<file path="config.mk">
export PLATFORM = sky130hd
export DESIGN_NAME = gamepad_stick_direction_conditioner
export DESIGN_NICKNAME = d
export VERILOG_FILES = /design/src/gsdc_pkg.sv /design/src/gsdc_stick.sv /design/src/gamepad_stick_direction_conditioner.sv
export SDC_FILE = /design/constraint.sdc
export NUM_CORES = 2
export LEC_CHECK = 0
export ABC_CLOCK_PERIOD_IN_PS = 37000
export BUFFER_PORTS_ARGS = -buffer_cell sky130_fd_sc_hd__buf_2
export CAP_MARGIN = 20
export CORE_ASPECT_RATIO = 0.9
export CORE_MARGIN = 2
export CORE_UTILIZATION = 30
export DETAILED_ROUTE_END_ITERATION = 10
export PLACE_DENSITY = 0.55
export SYNTH_ARGS = -nofsm -noshare
export SYNTH_HDL_FRONTEND = slang
export SYNTH_SLANG_ARGS = --single-unit
</file>
<file path="constraint.sdc">
create_clock -name i_clk -period 37 [get_ports i_clk]
set_input_delay 1.85 -clock i_clk [delete_from_list [all_inputs] [get_ports i_clk]]
set_output_delay 1.85 -clock i_clk [all_outputs]
set_load 0.01 [all_outputs]
</file>
<file path="src/gsdc_pkg.sv">
// Package for the gamepad stick direction conditioner.
// Holds the payload structs, direction and source codes, register indexes and shared helpers.
// No dependencies.
package gsdc_pkg;

    localparam int AXIS_BITS      = 16;
    localparam int SEED_POLLS     = 6;
    localparam int DEBOUNCE_POLLS = 3;
    localparam int CENTER_SHIFT   = 5;
    localparam int CFG_IDX_BITS   = 3;
    localparam int CFG_DATA_BITS  = 16;
    localparam int SEED_CNT_BITS  = 3;
    localparam int DB_CNT_BITS    = 2;

    localparam logic [CFG_IDX_BITS-1:0] CFG_PRESS_DZ   = 3'd0;
    localparam logic [CFG_IDX_BITS-1:0] CFG_RELEASE_DZ = 3'd1;
    localparam logic [CFG_IDX_BITS-1:0] CFG_LEFT_EN    = 3'd2;
    localparam logic [CFG_IDX_BITS-1:0] CFG_RIGHT_EN   = 3'd3;
    localparam logic [CFG_IDX_BITS-1:0] CFG_MENU_MODE  = 3'd4;

    localparam logic [CFG_DATA_BITS-1:0] PRESS_DZ_RESET   = 16'd8000;
    localparam logic [CFG_DATA_BITS-1:0] RELEASE_DZ_RESET = 16'd6000;

    typedef enum logic [2:0] {
        DIR_NONE  = 3'd0,
        DIR_UP    = 3'd1,
        DIR_DOWN  = 3'd2,
        DIR_LEFT  = 3'd3,
        DIR_RIGHT = 3'd4
    } t_dir;

    typedef enum logic [1:0] {
        SRC_NONE  = 2'd0,
        SRC_PAD   = 2'd1,
        SRC_STICK = 2'd2
    } t_src;

    typedef struct packed {
        logic signed [AXIS_BITS-1:0] left_x;
        logic signed [AXIS_BITS-1:0] left_y;
        logic signed [AXIS_BITS-1:0] right_x;
        logic signed [AXIS_BITS-1:0] right_y;
        logic                        pad_up;
        logic                        pad_down;
        logic                        pad_left;
        logic                        pad_right;
        logic                        clear_state;
    } t_in;

    typedef struct packed {
        logic dir_up;
        logic dir_down;
        logic dir_left;
        logic dir_right;
    } t_out;

    // opposite pairs cancel, then vertical wins
    function automatic t_dir collapse(input logic up, input logic down,
                                      input logic left, input logic right);
        logic u, d, l, r;
        u = up & ~down;
        d = down & ~up;
        l = left & ~right;
        r = right & ~left;
        if (u) begin
            return DIR_UP;
        end else if (d) begin
            return DIR_DOWN;
        end else if (l) begin
            return DIR_LEFT;
        end else if (r) begin
            return DIR_RIGHT;
        end
        return DIR_NONE;
    endfunction

endpackage

</file>
<file path="src/gsdc_stick.sv">
// One analog stick: center seeding, center tracking and debounced Schmitt direction flags.
// Depends on gsdc_pkg. State advances only on i_step.
// o_held order: left, right, up, down.
module gsdc_stick (
    input  logic                                 i_clk,
    input  logic                                 i_rst_n,
    input  logic                                 i_step,
    input  logic                                 i_clear,
    input  logic                                 i_enable,
    input  logic signed [gsdc_pkg::AXIS_BITS-1:0] i_x,
    input  logic signed [gsdc_pkg::AXIS_BITS-1:0] i_y,
    input  logic [gsdc_pkg::AXIS_BITS-1:0]        i_press_dz,
    input  logic [gsdc_pkg::AXIS_BITS-1:0]        i_release_dz,
    output logic [3:0]                            o_held
);
    import gsdc_pkg::*;

    localparam int A = AXIS_BITS;

    logic signed [A-1:0]         r_center [2];
    logic                        r_seeded;
    logic [SEED_CNT_BITS-1:0]    r_seed_cnt;
    logic [3:0]                  r_held;
    logic [DB_CNT_BITS-1:0]      r_pc [4];
    logic [DB_CNT_BITS-1:0]      r_rc [4];

    logic signed [A-1:0]         n_center [2];
    logic                        n_seeded;
    logic [SEED_CNT_BITS-1:0]    n_seed_cnt;
    logic [3:0]                  n_held;
    logic [DB_CNT_BITS-1:0]      n_pc [4];
    logic [DB_CNT_BITS-1:0]      n_rc [4];

    logic signed [A:0]           c_axis [2];
    logic                        near_rest;

    function automatic logic [A:0] mag(input logic signed [A:0] v);
        return v[A] ? unsigned'(-v) : unsigned'(v);
    endfunction

    function automatic logic signed [A-1:0] nudge(input logic signed [A-1:0] center,
                                                  input logic signed [A-1:0] raw,
                                                  input logic [A-1:0] rdz);
        logic signed [A:0] err;
        logic signed [A:0] step;
        logic signed [A:0] sum;
        logic [A:0]        m;
        err  = {raw[A-1], raw} - {center[A-1], center};
        m    = mag(err);
        step = signed'(m >> CENTER_SHIFT);
        if (err[A]) begin
            step = -step;
        end
        sum = {center[A-1], center} + step;
        if (m > {1'b0, rdz}) begin
            return center;
        end
        return sum[A-1:0];
    endfunction

    always_comb begin
        logic                     was_seeded;
        logic [SEED_CNT_BITS-1:0] cnt;
        logic signed [A:0]        v;
        logic signed [A+1:0]      v2;
        logic signed [A+1:0]      pd2;
        logic                     want_press;
        logic                     want_release;
        logic [DB_CNT_BITS-1:0]   pc;
        logic [DB_CNT_BITS-1:0]   rc;
        logic                     held;

        n_center[0] = i_clear ? '0 : r_center[0];
        n_center[1] = i_clear ? '0 : r_center[1];
        was_seeded  = i_clear ? 1'b0 : r_seeded;
        cnt         = i_clear ? '0 : r_seed_cnt;
        n_seeded    = was_seeded;
        n_seed_cnt  = cnt;

        near_rest = (mag({i_x[A-1], i_x}) < {1'b0, i_release_dz}) &&
                    (mag({i_y[A-1], i_y}) < {1'b0, i_release_dz});
        if (!was_seeded) begin
            if (near_rest) begin
                n_seed_cnt = (cnt == '1) ? cnt : cnt + 1'b1;
                if (n_seed_cnt >= SEED_CNT_BITS'(SEED_POLLS)) begin
                    n_center[0] = i_x;
                    n_center[1] = i_y;
                    n_seeded    = 1'b1;
                end
            end else begin
                n_seed_cnt = '0;
            end
        end

        if (n_seeded) begin
            n_center[0] = nudge(n_center[0], i_x, i_release_dz);
            n_center[1] = nudge(n_center[1], i_y, i_release_dz);
            c_axis[0]   = {i_x[A-1], i_x} - {n_center[0][A-1], n_center[0]};
            c_axis[1]   = {i_y[A-1], i_y} - {n_center[1][A-1], n_center[1]};
        end else begin
            c_axis[0] = '0;
            c_axis[1] = '0;
        end

        pd2 = signed'({2'b00, i_press_dz});
        for (int k = 0; k < 4; k++) begin
            v    = c_axis[k / 2];
            v2   = {v[A], v};
            held = i_clear ? 1'b0 : r_held[k];
            pc   = i_clear ? '0 : r_pc[k];
            rc   = i_clear ? '0 : r_rc[k];
            want_press   = (k % 2 == 0) ? (v2 <= -pd2) : (v2 >= pd2);
            want_release = mag(v) < {1'b0, i_release_dz};
            if (!held) begin
                if (want_press) begin
                    pc = (pc == '1) ? pc : pc + 1'b1;
                    if (pc >= DB_CNT_BITS'(DEBOUNCE_POLLS)) begin
                        held = 1'b1;
                        rc   = '0;
                    end
                end else begin
                    pc = '0;
                end
            end else begin
                if (want_release) begin
                    rc = (rc == '1) ? rc : rc + 1'b1;
                    if (rc >= DB_CNT_BITS'(DEBOUNCE_POLLS)) begin
                        held = 1'b0;
                        pc   = '0;
                    end
                end else begin
                    rc = '0;
                end
            end
            if (!i_enable) begin
                held = 1'b0;
                pc   = '0;
                rc   = '0;
            end
            n_held[k] = held;
            n_pc[k]   = pc;
            n_rc[k]   = rc;
        end
    end

    assign o_held = n_held;

    always_ff @(posedge i_clk) begin
        if (!i_rst_n) begin
            r_center[0] <= '0;
            r_center[1] <= '0;
            r_seeded    <= 1'b0;
            r_seed_cnt  <= '0;
            r_held      <= '0;
            for (int k = 0; k < 4; k++) begin
                r_pc[k] <= '0;
                r_rc[k] <= '0;
            end
        end else if (i_step) begin
            r_center[0] <= n_center[0];
            r_center[1] <= n_center[1];
            r_seeded    <= n_seeded;
            r_seed_cnt  <= n_seed_cnt;
            r_held      <= n_held;
            for (int k = 0; k < 4; k++) begin
                r_pc[k] <= n_pc[k];
                r_rc[k] <= n_rc[k];
            end
        end
    end

endmodule

</file>
<file path="src/gamepad_stick_direction_conditioner.sv">
// Top level of the gamepad stick direction conditioner.
// Depends on gsdc_pkg and gsdc_stick (one instance per stick).
//
// Usage:
//   Input channel (i_valid / o_stall / i_data) carries one poll per item: four
//   raw axes, four d-pad bits and a clear bit. Output channel (o_valid / i_stall
//   / o_data) returns one item with up, down, left and right for every poll.
//   Config port (i_cfg_we / i_cfg_idx / i_cfg_data) writes the deadzones, the
//   stick enables and the menu mode; unknown indexes are ignored. Write it only
//   while no poll is in flight.
//   An accepted poll waits in the input register; its result goes to the result register.
//   Throughput: one poll per cycle while the receiver does not stall; the whole
//   poll is evaluated in the single logic stage between the input register and
//   the result register. When the receiver stalls, the result register holds,
//   one more poll waits in the input register, and o_stall then rises until the
//   result is taken. Reset clears centers, seeding, debounce state, arbitration
//   history, empties both pipeline registers and loads the default configuration.
module gamepad_stick_direction_conditioner (
    input  logic                                 i_clk,
    input  logic                                 i_rst_n,
    input  logic                                 i_valid,
    output logic                                 o_stall,
    input  gsdc_pkg::t_in                        i_data,
    output logic                                 o_valid,
    input  logic                                 i_stall,
    output gsdc_pkg::t_out                       o_data,
    input  logic                                 i_cfg_we,
    input  logic [gsdc_pkg::CFG_IDX_BITS-1:0]    i_cfg_idx,
    input  logic [gsdc_pkg::CFG_DATA_BITS-1:0]   i_cfg_data
);
    import gsdc_pkg::*;

    logic                    r_in_valid;
    t_in                     r_in;
    logic                    r_out_valid;
    t_out                    r_out;
    t_out                    n_out;

    logic [AXIS_BITS-1:0]    r_press_dz;
    logic [AXIS_BITS-1:0]    r_release_dz;
    logic                    r_left_en;
    logic                    r_right_en;
    logic                    r_menu;

    t_dir                    r_last_pad;
    t_dir                    r_last_stick;
    t_src                    r_last_src;
    t_src                    n_last_src;
    t_dir                    pad_dir;
    t_dir                    stk_dir;

    logic                    advance;
    logic [3:0]              held_l;
    logic [3:0]              held_r;

    assign advance = r_in_valid && (!r_out_valid || !i_stall);
    assign o_stall = r_in_valid && !advance;
    assign o_valid = r_out_valid;
    assign o_data  = r_out;

    gsdc_stick u_left (
        .i_clk        (i_clk),
        .i_rst_n      (i_rst_n),
        .i_step       (advance),
        .i_clear      (r_in.clear_state),
        .i_enable     (r_left_en),
        .i_x          (r_in.left_x),
        .i_y          (r_in.left_y),
        .i_press_dz   (r_press_dz),
        .i_release_dz (r_release_dz),
        .o_held       (held_l)
    );

    gsdc_stick u_right (
        .i_clk        (i_clk),
        .i_rst_n      (i_rst_n),
        .i_step       (advance),
        .i_clear      (r_in.clear_state),
        .i_enable     (r_right_en),
        .i_x          (r_in.right_x),
        .i_y          (r_in.right_y),
        .i_press_dz   (r_press_dz),
        .i_release_dz (r_release_dz),
        .o_held       (held_r)
    );

    always_comb begin
        logic s_up, s_down, s_left, s_right;
        logic up, down, left, right;
        t_dir chosen;

        s_up    = held_l[2] | held_r[2];
        s_down  = held_l[3] | held_r[3];
        s_left  = held_l[0] | held_r[0];
        s_right = held_l[1] | held_r[1];
        if (s_up && s_down) begin
            s_up   = 1'b0;
            s_down = 1'b0;
        end
        if (s_left && s_right) begin
            s_left  = 1'b0;
            s_right = 1'b0;
        end

        pad_dir = collapse(r_in.pad_up, r_in.pad_down, r_in.pad_left, r_in.pad_right);
        stk_dir = r_menu ? collapse(s_up, s_down, s_left, s_right) : DIR_NONE;

        n_last_src = r_last_src;
        if (pad_dir != r_last_pad && pad_dir != DIR_NONE) begin
            n_last_src = SRC_PAD;
        end
        if (stk_dir != r_last_stick && stk_dir != DIR_NONE) begin
            n_last_src = SRC_STICK;
        end

        if (stk_dir != DIR_NONE && pad_dir != DIR_NONE) begin
            chosen = (n_last_src == SRC_STICK) ? stk_dir : pad_dir;
        end else if (stk_dir != DIR_NONE) begin
            chosen = stk_dir;
        end else begin
            chosen = pad_dir;
        end

        if (r_menu) begin
            up    = (chosen == DIR_UP);
            down  = (chosen == DIR_DOWN);
            left  = (chosen == DIR_LEFT);
            right = (chosen == DIR_RIGHT);
        end else begin
            up    = r_in.pad_up    | s_up;
            down  = r_in.pad_down  | s_down;
            left  = r_in.pad_left  | s_left;
            right = r_in.pad_right | s_right;
            if (up && down) begin
                up   = 1'b0;
                down = 1'b0;
            end
            if (left && right) begin
                left  = 1'b0;
                right = 1'b0;
            end
        end

        n_out.dir_up    = up;
        n_out.dir_down  = down;
        n_out.dir_left  = left;
        n_out.dir_right = right;
    end

    always_ff @(posedge i_clk) begin
        if (!i_rst_n) begin
            r_in_valid   <= 1'b0;
            r_out_valid  <= 1'b0;
            r_last_pad   <= DIR_NONE;
            r_last_stick <= DIR_NONE;
            r_last_src   <= SRC_NONE;
        end else begin
            if (i_valid && !o_stall) begin
                r_in_valid <= 1'b1;
            end else if (advance) begin
                r_in_valid <= 1'b0;
            end
            if (advance) begin
                r_out_valid  <= 1'b1;
                r_last_pad   <= pad_dir;
                r_last_stick <= stk_dir;
                r_last_src   <= n_last_src;
            end else if (!i_stall) begin
                r_out_valid <= 1'b0;
            end
        end
    end

    always_ff @(posedge i_clk) begin
        if (i_valid && !o_stall) begin
            r_in <= i_data;
        end
        if (advance) begin
            r_out <= n_out;
        end
    end

    always_ff @(posedge i_clk) begin
        if (!i_rst_n) begin
            r_press_dz   <= PRESS_DZ_RESET;
            r_release_dz <= RELEASE_DZ_RESET;
            r_left_en    <= 1'b1;
            r_right_en   <= 1'b1;
            r_menu       <= 1'b1;
        end else if (i_cfg_we) begin
            case (i_cfg_idx)
                CFG_PRESS_DZ: begin
                    r_press_dz <= i_cfg_data[AXIS_BITS-1:0];
                end
                CFG_RELEASE_DZ: begin
                    r_release_dz <= i_cfg_data[AXIS_BITS-1:0];
                end
                CFG_LEFT_EN: begin
                    r_left_en <= i_cfg_data[0];
                end
                CFG_RIGHT_EN: begin
                    r_right_en <= i_cfg_data[0];
                end
                CFG_MENU_MODE: begin
                    r_menu <= i_cfg_data[0];
                end
                default: begin
                end
            endcase
        end
    end

endmodule
</file>
Word level (Yosys, flattened, before mapping)
Memories as Yosys holds them, arrays and structs flattened.
Index checks and enable logic that the tools add are counted.
{"block": "word_totals", "ramBits": 96, "out_inout_bits": 6, "memories": 6, "register_bits": 134, "inputBits": 93, "elab_cells": 522}
{"memory": "u_left.r_center", "depth": 2, "width": 16, "rd": 2, "rd_ports_with_merged_regs": 0, "wr": 2, "line": "gsdc_stick.sv:20", "source": "logic signed [A-1:0] r_center [2];"}
{"memory": "u_right.r_center", "depth": 2, "width": 16, "rd": 2, "rd_ports_with_merged_regs": 0, "wr": 2, "line": "gsdc_stick.sv:20"}
{"memory": "u_left.r_pc", "depth": 4, "width": 2, "rd": 4, "rd_ports_with_merged_regs": 0, "wr": 4, "line": "gsdc_stick.sv:24", "source": "logic [DB_CNT_BITS-1:0] r_pc [4];"}
{"memory": "u_left.r_rc", "depth": 4, "width": 2, "rd": 4, "rd_ports_with_merged_regs": 0, "wr": 4, "line": "gsdc_stick.sv:25", "source": "logic [DB_CNT_BITS-1:0] r_rc [4];"}
{"memory": "u_right.r_pc", "depth": 4, "width": 2, "rd": 4, "rd_ports_with_merged_regs": 0, "wr": 4, "line": "gsdc_stick.sv:24"}
{"memory": "u_right.r_rc", "depth": 4, "width": 2, "rd": 4, "rd_ports_with_merged_regs": 0, "wr": 4, "line": "gsdc_stick.sv:25"}
{"block": "classes", "magnitude_cmp": 38, "bitwise": 44, "n_addsub": 47, "mux": 302, "eq_ne": 30, "n_reduce_logical": 26}
{"op": "$mux 16", "count": 28}
{"op": "$mux 2", "count": 130}
{"op": "$mux 32", "count": 8}
{"op": "$mux 17", "count": 12}
{"op": "$lt 17x16->1", "count": 8}
{"op": "$neg 17->17", "count": 8}
{"op": "$sub 16x16->17", "count": 8}
{"op": "$mux 1", "count": 100}
{"op": "$le 17x18->1", "count": 4}
{"op": "$ge 17x17->1", "count": 4}
{"op": "$gt 17x16->1", "count": 4}
{"op": "$mux 34", "count": 2}
{"op": "$neg 16->17", "count": 4}
{"op": "$mux 3", "count": 22}
{"op": "$add 16x16->16", "count": 4}
{"op": "$neg 12->16", "count": 4}
{"op": "$eq 2x2->1 const B", "count": 17}
{"op": "$add 2x1->2 const B", "count": 16}
{"op": "$ge 2x2->1 const B", "count": 16}
{"op": "$or 1x1->1", "count": 28}
{"op": "$neg 16->18", "count": 1}
{"op": "$eq 3x2->1 const B", "count": 4}
{"op": "$eq 3x3->1 const B", "count": 4}
{"op": "$logic_and 1x1->1", "count": 12}
{"op": "13 further kinds", "count": 39}

Longest topological paths before layout
{"block": "logic_depth", "depth_word": 43, "depth_mapped": 108, "mapped_depth_nobuf": 93}

By module
From an unflattened synthesis, not the netlist that was laid out.
{"block": "hier_totals", "hier_cells": 4763, "area_unflattened_um2": 37158.1}
{"mod": "gsdc_stick (u_left)", "cells_per_inst": 2229, "area_per_inst_um2": 16590.9, "seq_area_each_um2": 1601.5, "n_inst": 1}
{"mod": "gsdc_stick (u_right)", "cells_per_inst": 2161, "area_per_inst_um2": 16046.6, "seq_area_each_um2": 1601.5, "n_inst": 1}
{"mod": "gamepad_stick_direction_conditioner", "cells_per_inst": 373, "area_per_inst_um2": 4520.6, "seq_area_each_um2": 3093.0, "n_inst": 1}

Worst setup path after synthesis
Ideal clock, no wire load.
{"block": "synth_timing", "path_kind": "register to register", "start": "register r_in[0] in the netlist's numbering", "end": "register r_out (netlist bit o_data[2]) (data pin)", "n_path_buf": 17, "t_required_ns": 36.831, "setup_time_ns": 0.169, "synth_period_minus_slack_ns": 19.507, "arrival_ns": 19.337, "setup_slack_ns": 17.493, "path_stages_with_launch": 103, "cell_sequence": "edfxtp_1 buf_4 clkinv_2 clkbuf_1 buf_1 clkbuf_1 buf_1 clkbuf_1 clkbuf_1 clkbuf_1 buf_1 nand2_1 ha_1 a32o_1 a211o_1 a21oi_2 nand3_2 nor2_2 [67 not listed] nand2b_1 a21oi_1 nor2b_1 o21ai_0 nand2b_1 a21oi_1 o21a_1 and2_1 a31oi_1 a32o_1 ha_1 nor2b_1 and3_1 a221o_1 a221o_1 and2_4 o311a_1 o31ai_1"}
{"element": "start, declared", "line": "gamepad_stick_direction_conditioner.sv:34", "source": "t_in r_in;"}
{"element": "start signal, assigned", "line": "gamepad_stick_direction_conditioner.sv:176", "source": "r_in <= i_data;"}
{"element": "end signal, assigned", "line": "gamepad_stick_direction_conditioner.sv:179", "source": "r_out <= n_out;"}
{"element": "end, declared", "line": "gamepad_stick_direction_conditioner.sv:36", "source": "t_out r_out;"}

==> results.cfg <==
[cts]
cts_hold_buf = 0
tritoncts.num_buffers = 35
insertion_delay_ns = 0.60
htree_num_levels = 2
clockRootBuffer = clkbuf_16
post_cts.repair.setup_buffers = 0
clk_pin_slew_ns = 0.06
cts_resized = 0
cts_tree = built
clockBufferDepth = 3
clock-sinks = 230

[global_route]
grt_remaining_overflow = 0
grt_pass1_vias = 34134
antenna_found_initial = 3
grt_usage_pct = 20.7
grt_pass1_wl_mm = 206
grt_max_degree = 62

[yosys]
synth_seq_area_share_pct = 17.0
syn_nets = 5378
synth_area_leader_cell = ha_1
synth_top_flop_cell = edfxtp_1
ys_top_cells_by_count = nand2_1 (520), ha_1 (472), nor2_1 (414), a21oi_1 (333), o21ai_0 (280)
netlist_area_um2 = 37000
ys_async_sr_fraction_pct = 0
synth_cells = 4801
yosysWarnings = 0
syn_avg_cell_area_um2 = 7.71
ys_seq_elements = 230
synth_edf_count = 169
yosysTopAreaCellShare_pct = 15.9
yosysMostFrequentCell = nand2_1
synth_area_leaders = ha_1 (16%), edfxtp_1 (14%), xnor2_1 (6.0%), nand2_1 (5.3%), a21oi_1 (4.5%)
yosys.cell_types.count = 139

[route]
drt-initial-drc-count = 3241
drt-wirelength-per-cell_um = 21.1
first_pass_iters = 6
via_per_inst = 5.68
final_antenna_net_count = 0
post-route-drc-count = 0
via_count = 36671
drt-total-wl_mm = 136

[die]
fp-row-count = 122
initial_core_util_pct = 30.2
ioPinCount = 99
die_y_um = 337
die_width_um = 374
die_area_um2 = 126000
core_area_um2 = 123000

[timing]
drv_slew = 0
layout_min_cycle_time_ns = 19.57
timing.fmax_ghz = 0.0511
slew_headroom_pct = 29.1
worstMarginPinSlew_ns = 1.06
setup_tns_ns = 0
finalCritPeriodShare_pct = 52.9
setup_viol = 0
fin_worst_skew_ns = 0.0235
rsz0062_at_grt = false
hold_viol = 0

[pwr]
p_sw_share_pct = 47.2
p_leak_nw = 16.9
p_switching_mw = 0.785
internal-power_mw = 0.877
seq_power_share_pct = 18.7
combPwrFrac_pct = 60.0
p_clk_share_pct = 21.3
max-vdd-ir-drop_mv = 0.0277
power.density_nw_per_um2 = 41.0

[critical_path]
crit_type = flop to flop
ff2ff_path_depth = 95
startpoint_type = flop
slowest_stage = edfxtp_1
critPathCaptureType = flop
slowest_delay_ns = 0.52
crit_arrival_ns = 19.98
required_ns = 37.41
crit_top_cell = o21ai_0
cp_max_fo = 45

[finish]
layout.cells.non_filler = 6456
multi_input_area_um2 = 29100
fin_nets = 5393
area_delta_synth_final_pct = 9.51
fillers = 13167
seqCellArea_um2 = 6300
drive_gt1_share_pct = 8.57
fin_area_um2 = 40600

[run]
max-cap-violations = 0

[placed_design]
gp_congestion = 0.928
placed_area_um2 = 39400
hpwl_mm = 103
port_buffers = 98
placed_cells = 6390

[outcome]
outcome = finished clean

[hold_path]
hold_path_depth = 2
hp-class = flop to flop
## routing by layer
metal / track usage, % / up-vias / wire, um
li1: - / 17770 / -
met1: 28.9 / 17453 / 63400
met2: 33.1 / 1253 / 60000
met3: 3.03 / 195 / 9450
met4: 5.81 / 0 / 3630
met5: 0 / - / 0
## cells in the final DEF (no fill, tap or decap), drive strengths merged, types with 47 or more instances in the layout
cell type,netlist,final
nand2,522,522
ha,472,472
a21o,150,150
xnor2,259,259
nor4,47,47
a211oi,86,86
nor3,99,99
buf,40,169
o21ai,306,306
dfxtp,61,61
edfxtp,169,169
nand2b,98,98
o21a,61,61
xor2,115,115
inv,255,264
and2,59,59
nand3,117,117
a31oi,80,80
a21oi,341,341
nand4,88,88
nor2,417,417
and3,56,56
nor2b,83,83
## logic make-up after synthesis
group	synth area share, %
compound gates	27.1
xor+xnor	9.62
fa+ha+maj	17.4
buf+inv	4.75
flops	17.0
mux	1.13
simple gates	23.0
## sequential cells by signal, indices dropped and copies added (netlist names), 2 cells and up
name / flops
o_data: 4
u_left.r_center: 32
u_left.r_held: 4
r_last_pad: 3
u_right.r_center: 32
r_release_dz: 16
u_left.r_seed_cnt: 3
r_in: 69
u_left.r_pc: 8
r_last_src: 2
u_right.r_seed_cnt: 3
u_right.r_rc: 8
u_right.r_held: 4
u_left.r_rc: 8
r_press_dz: 16
r_last_stick: 3
u_right.r_pc: 8
## critical path, delay by kind of cell (launching register included)
family	cells	cell delay (ns)
AOI/OAI and AO/OA	52	9.64
and+or+nand+nor	26	4.76
adders and majority gates	8	2.34
buffers and inverters	6	1.58
DFF	1	0.52
xor gates and xnor gates	3	0.46
## path summary, 6_finish.rpt
check                   startpoint               end  slack, ns
setup / recovery           r_in[9]         o_data[2]      17.43
hold / removal    r_release_dz[11]  r_release_dz[11]       0.47
setup reg to reg           r_in[9]         o_data[2]      17.43
hold reg to reg   r_release_dz[11]  r_release_dz[11]       0.47
## layout make-up
| type | count | share of cell area [%] |
|---|---|---|
| inverters | 257 | 2.39 |
| diodes | 1 | 0.00617 |
| multi-input cells | 4123 | 71.7 |
| flip-flops and latches | 230 | 15.5 |
| repair buffers | 169 | 2.53 |
| clock inverters | 22 | 0.568 |
| well taps | 1612 | 4.97 |
| clock buffers | 42 | 2.33 |
## power by group through the flow
stage          Clock (mW)  Combinational (mW)  Sequential [mW]
3_5_place_dp            0               0.975            0.316
6_report            0.354               0.997            0.312
5_1_grt             0.371                1.09            0.313
4_1_cts             0.363               0.984            0.311
2_1_floorplan           0               0.746            0.304
3_3_place_gp            0               0.973            0.316
## through the flow
step / util, % / worst slack [ns] / power (mW) / hold slack [ns]
2_1_floorplan: - / 17.49 / 1.05 / 0.443
3_3_place_gp: 32.1 / 17.78 / 1.29 / 0.454
3_5_place_dp: 32.1 / 17.63 / 1.29 / 0.461
4_1_cts: 33.0 / 17.54 / 1.66 / 0.470
5_1_grt: 33.0 / 15.72 / 1.78 / 0.489
6_report: 33.0 / 17.43 / 1.66 / 0.466
(Power assumes the default switching activity.)
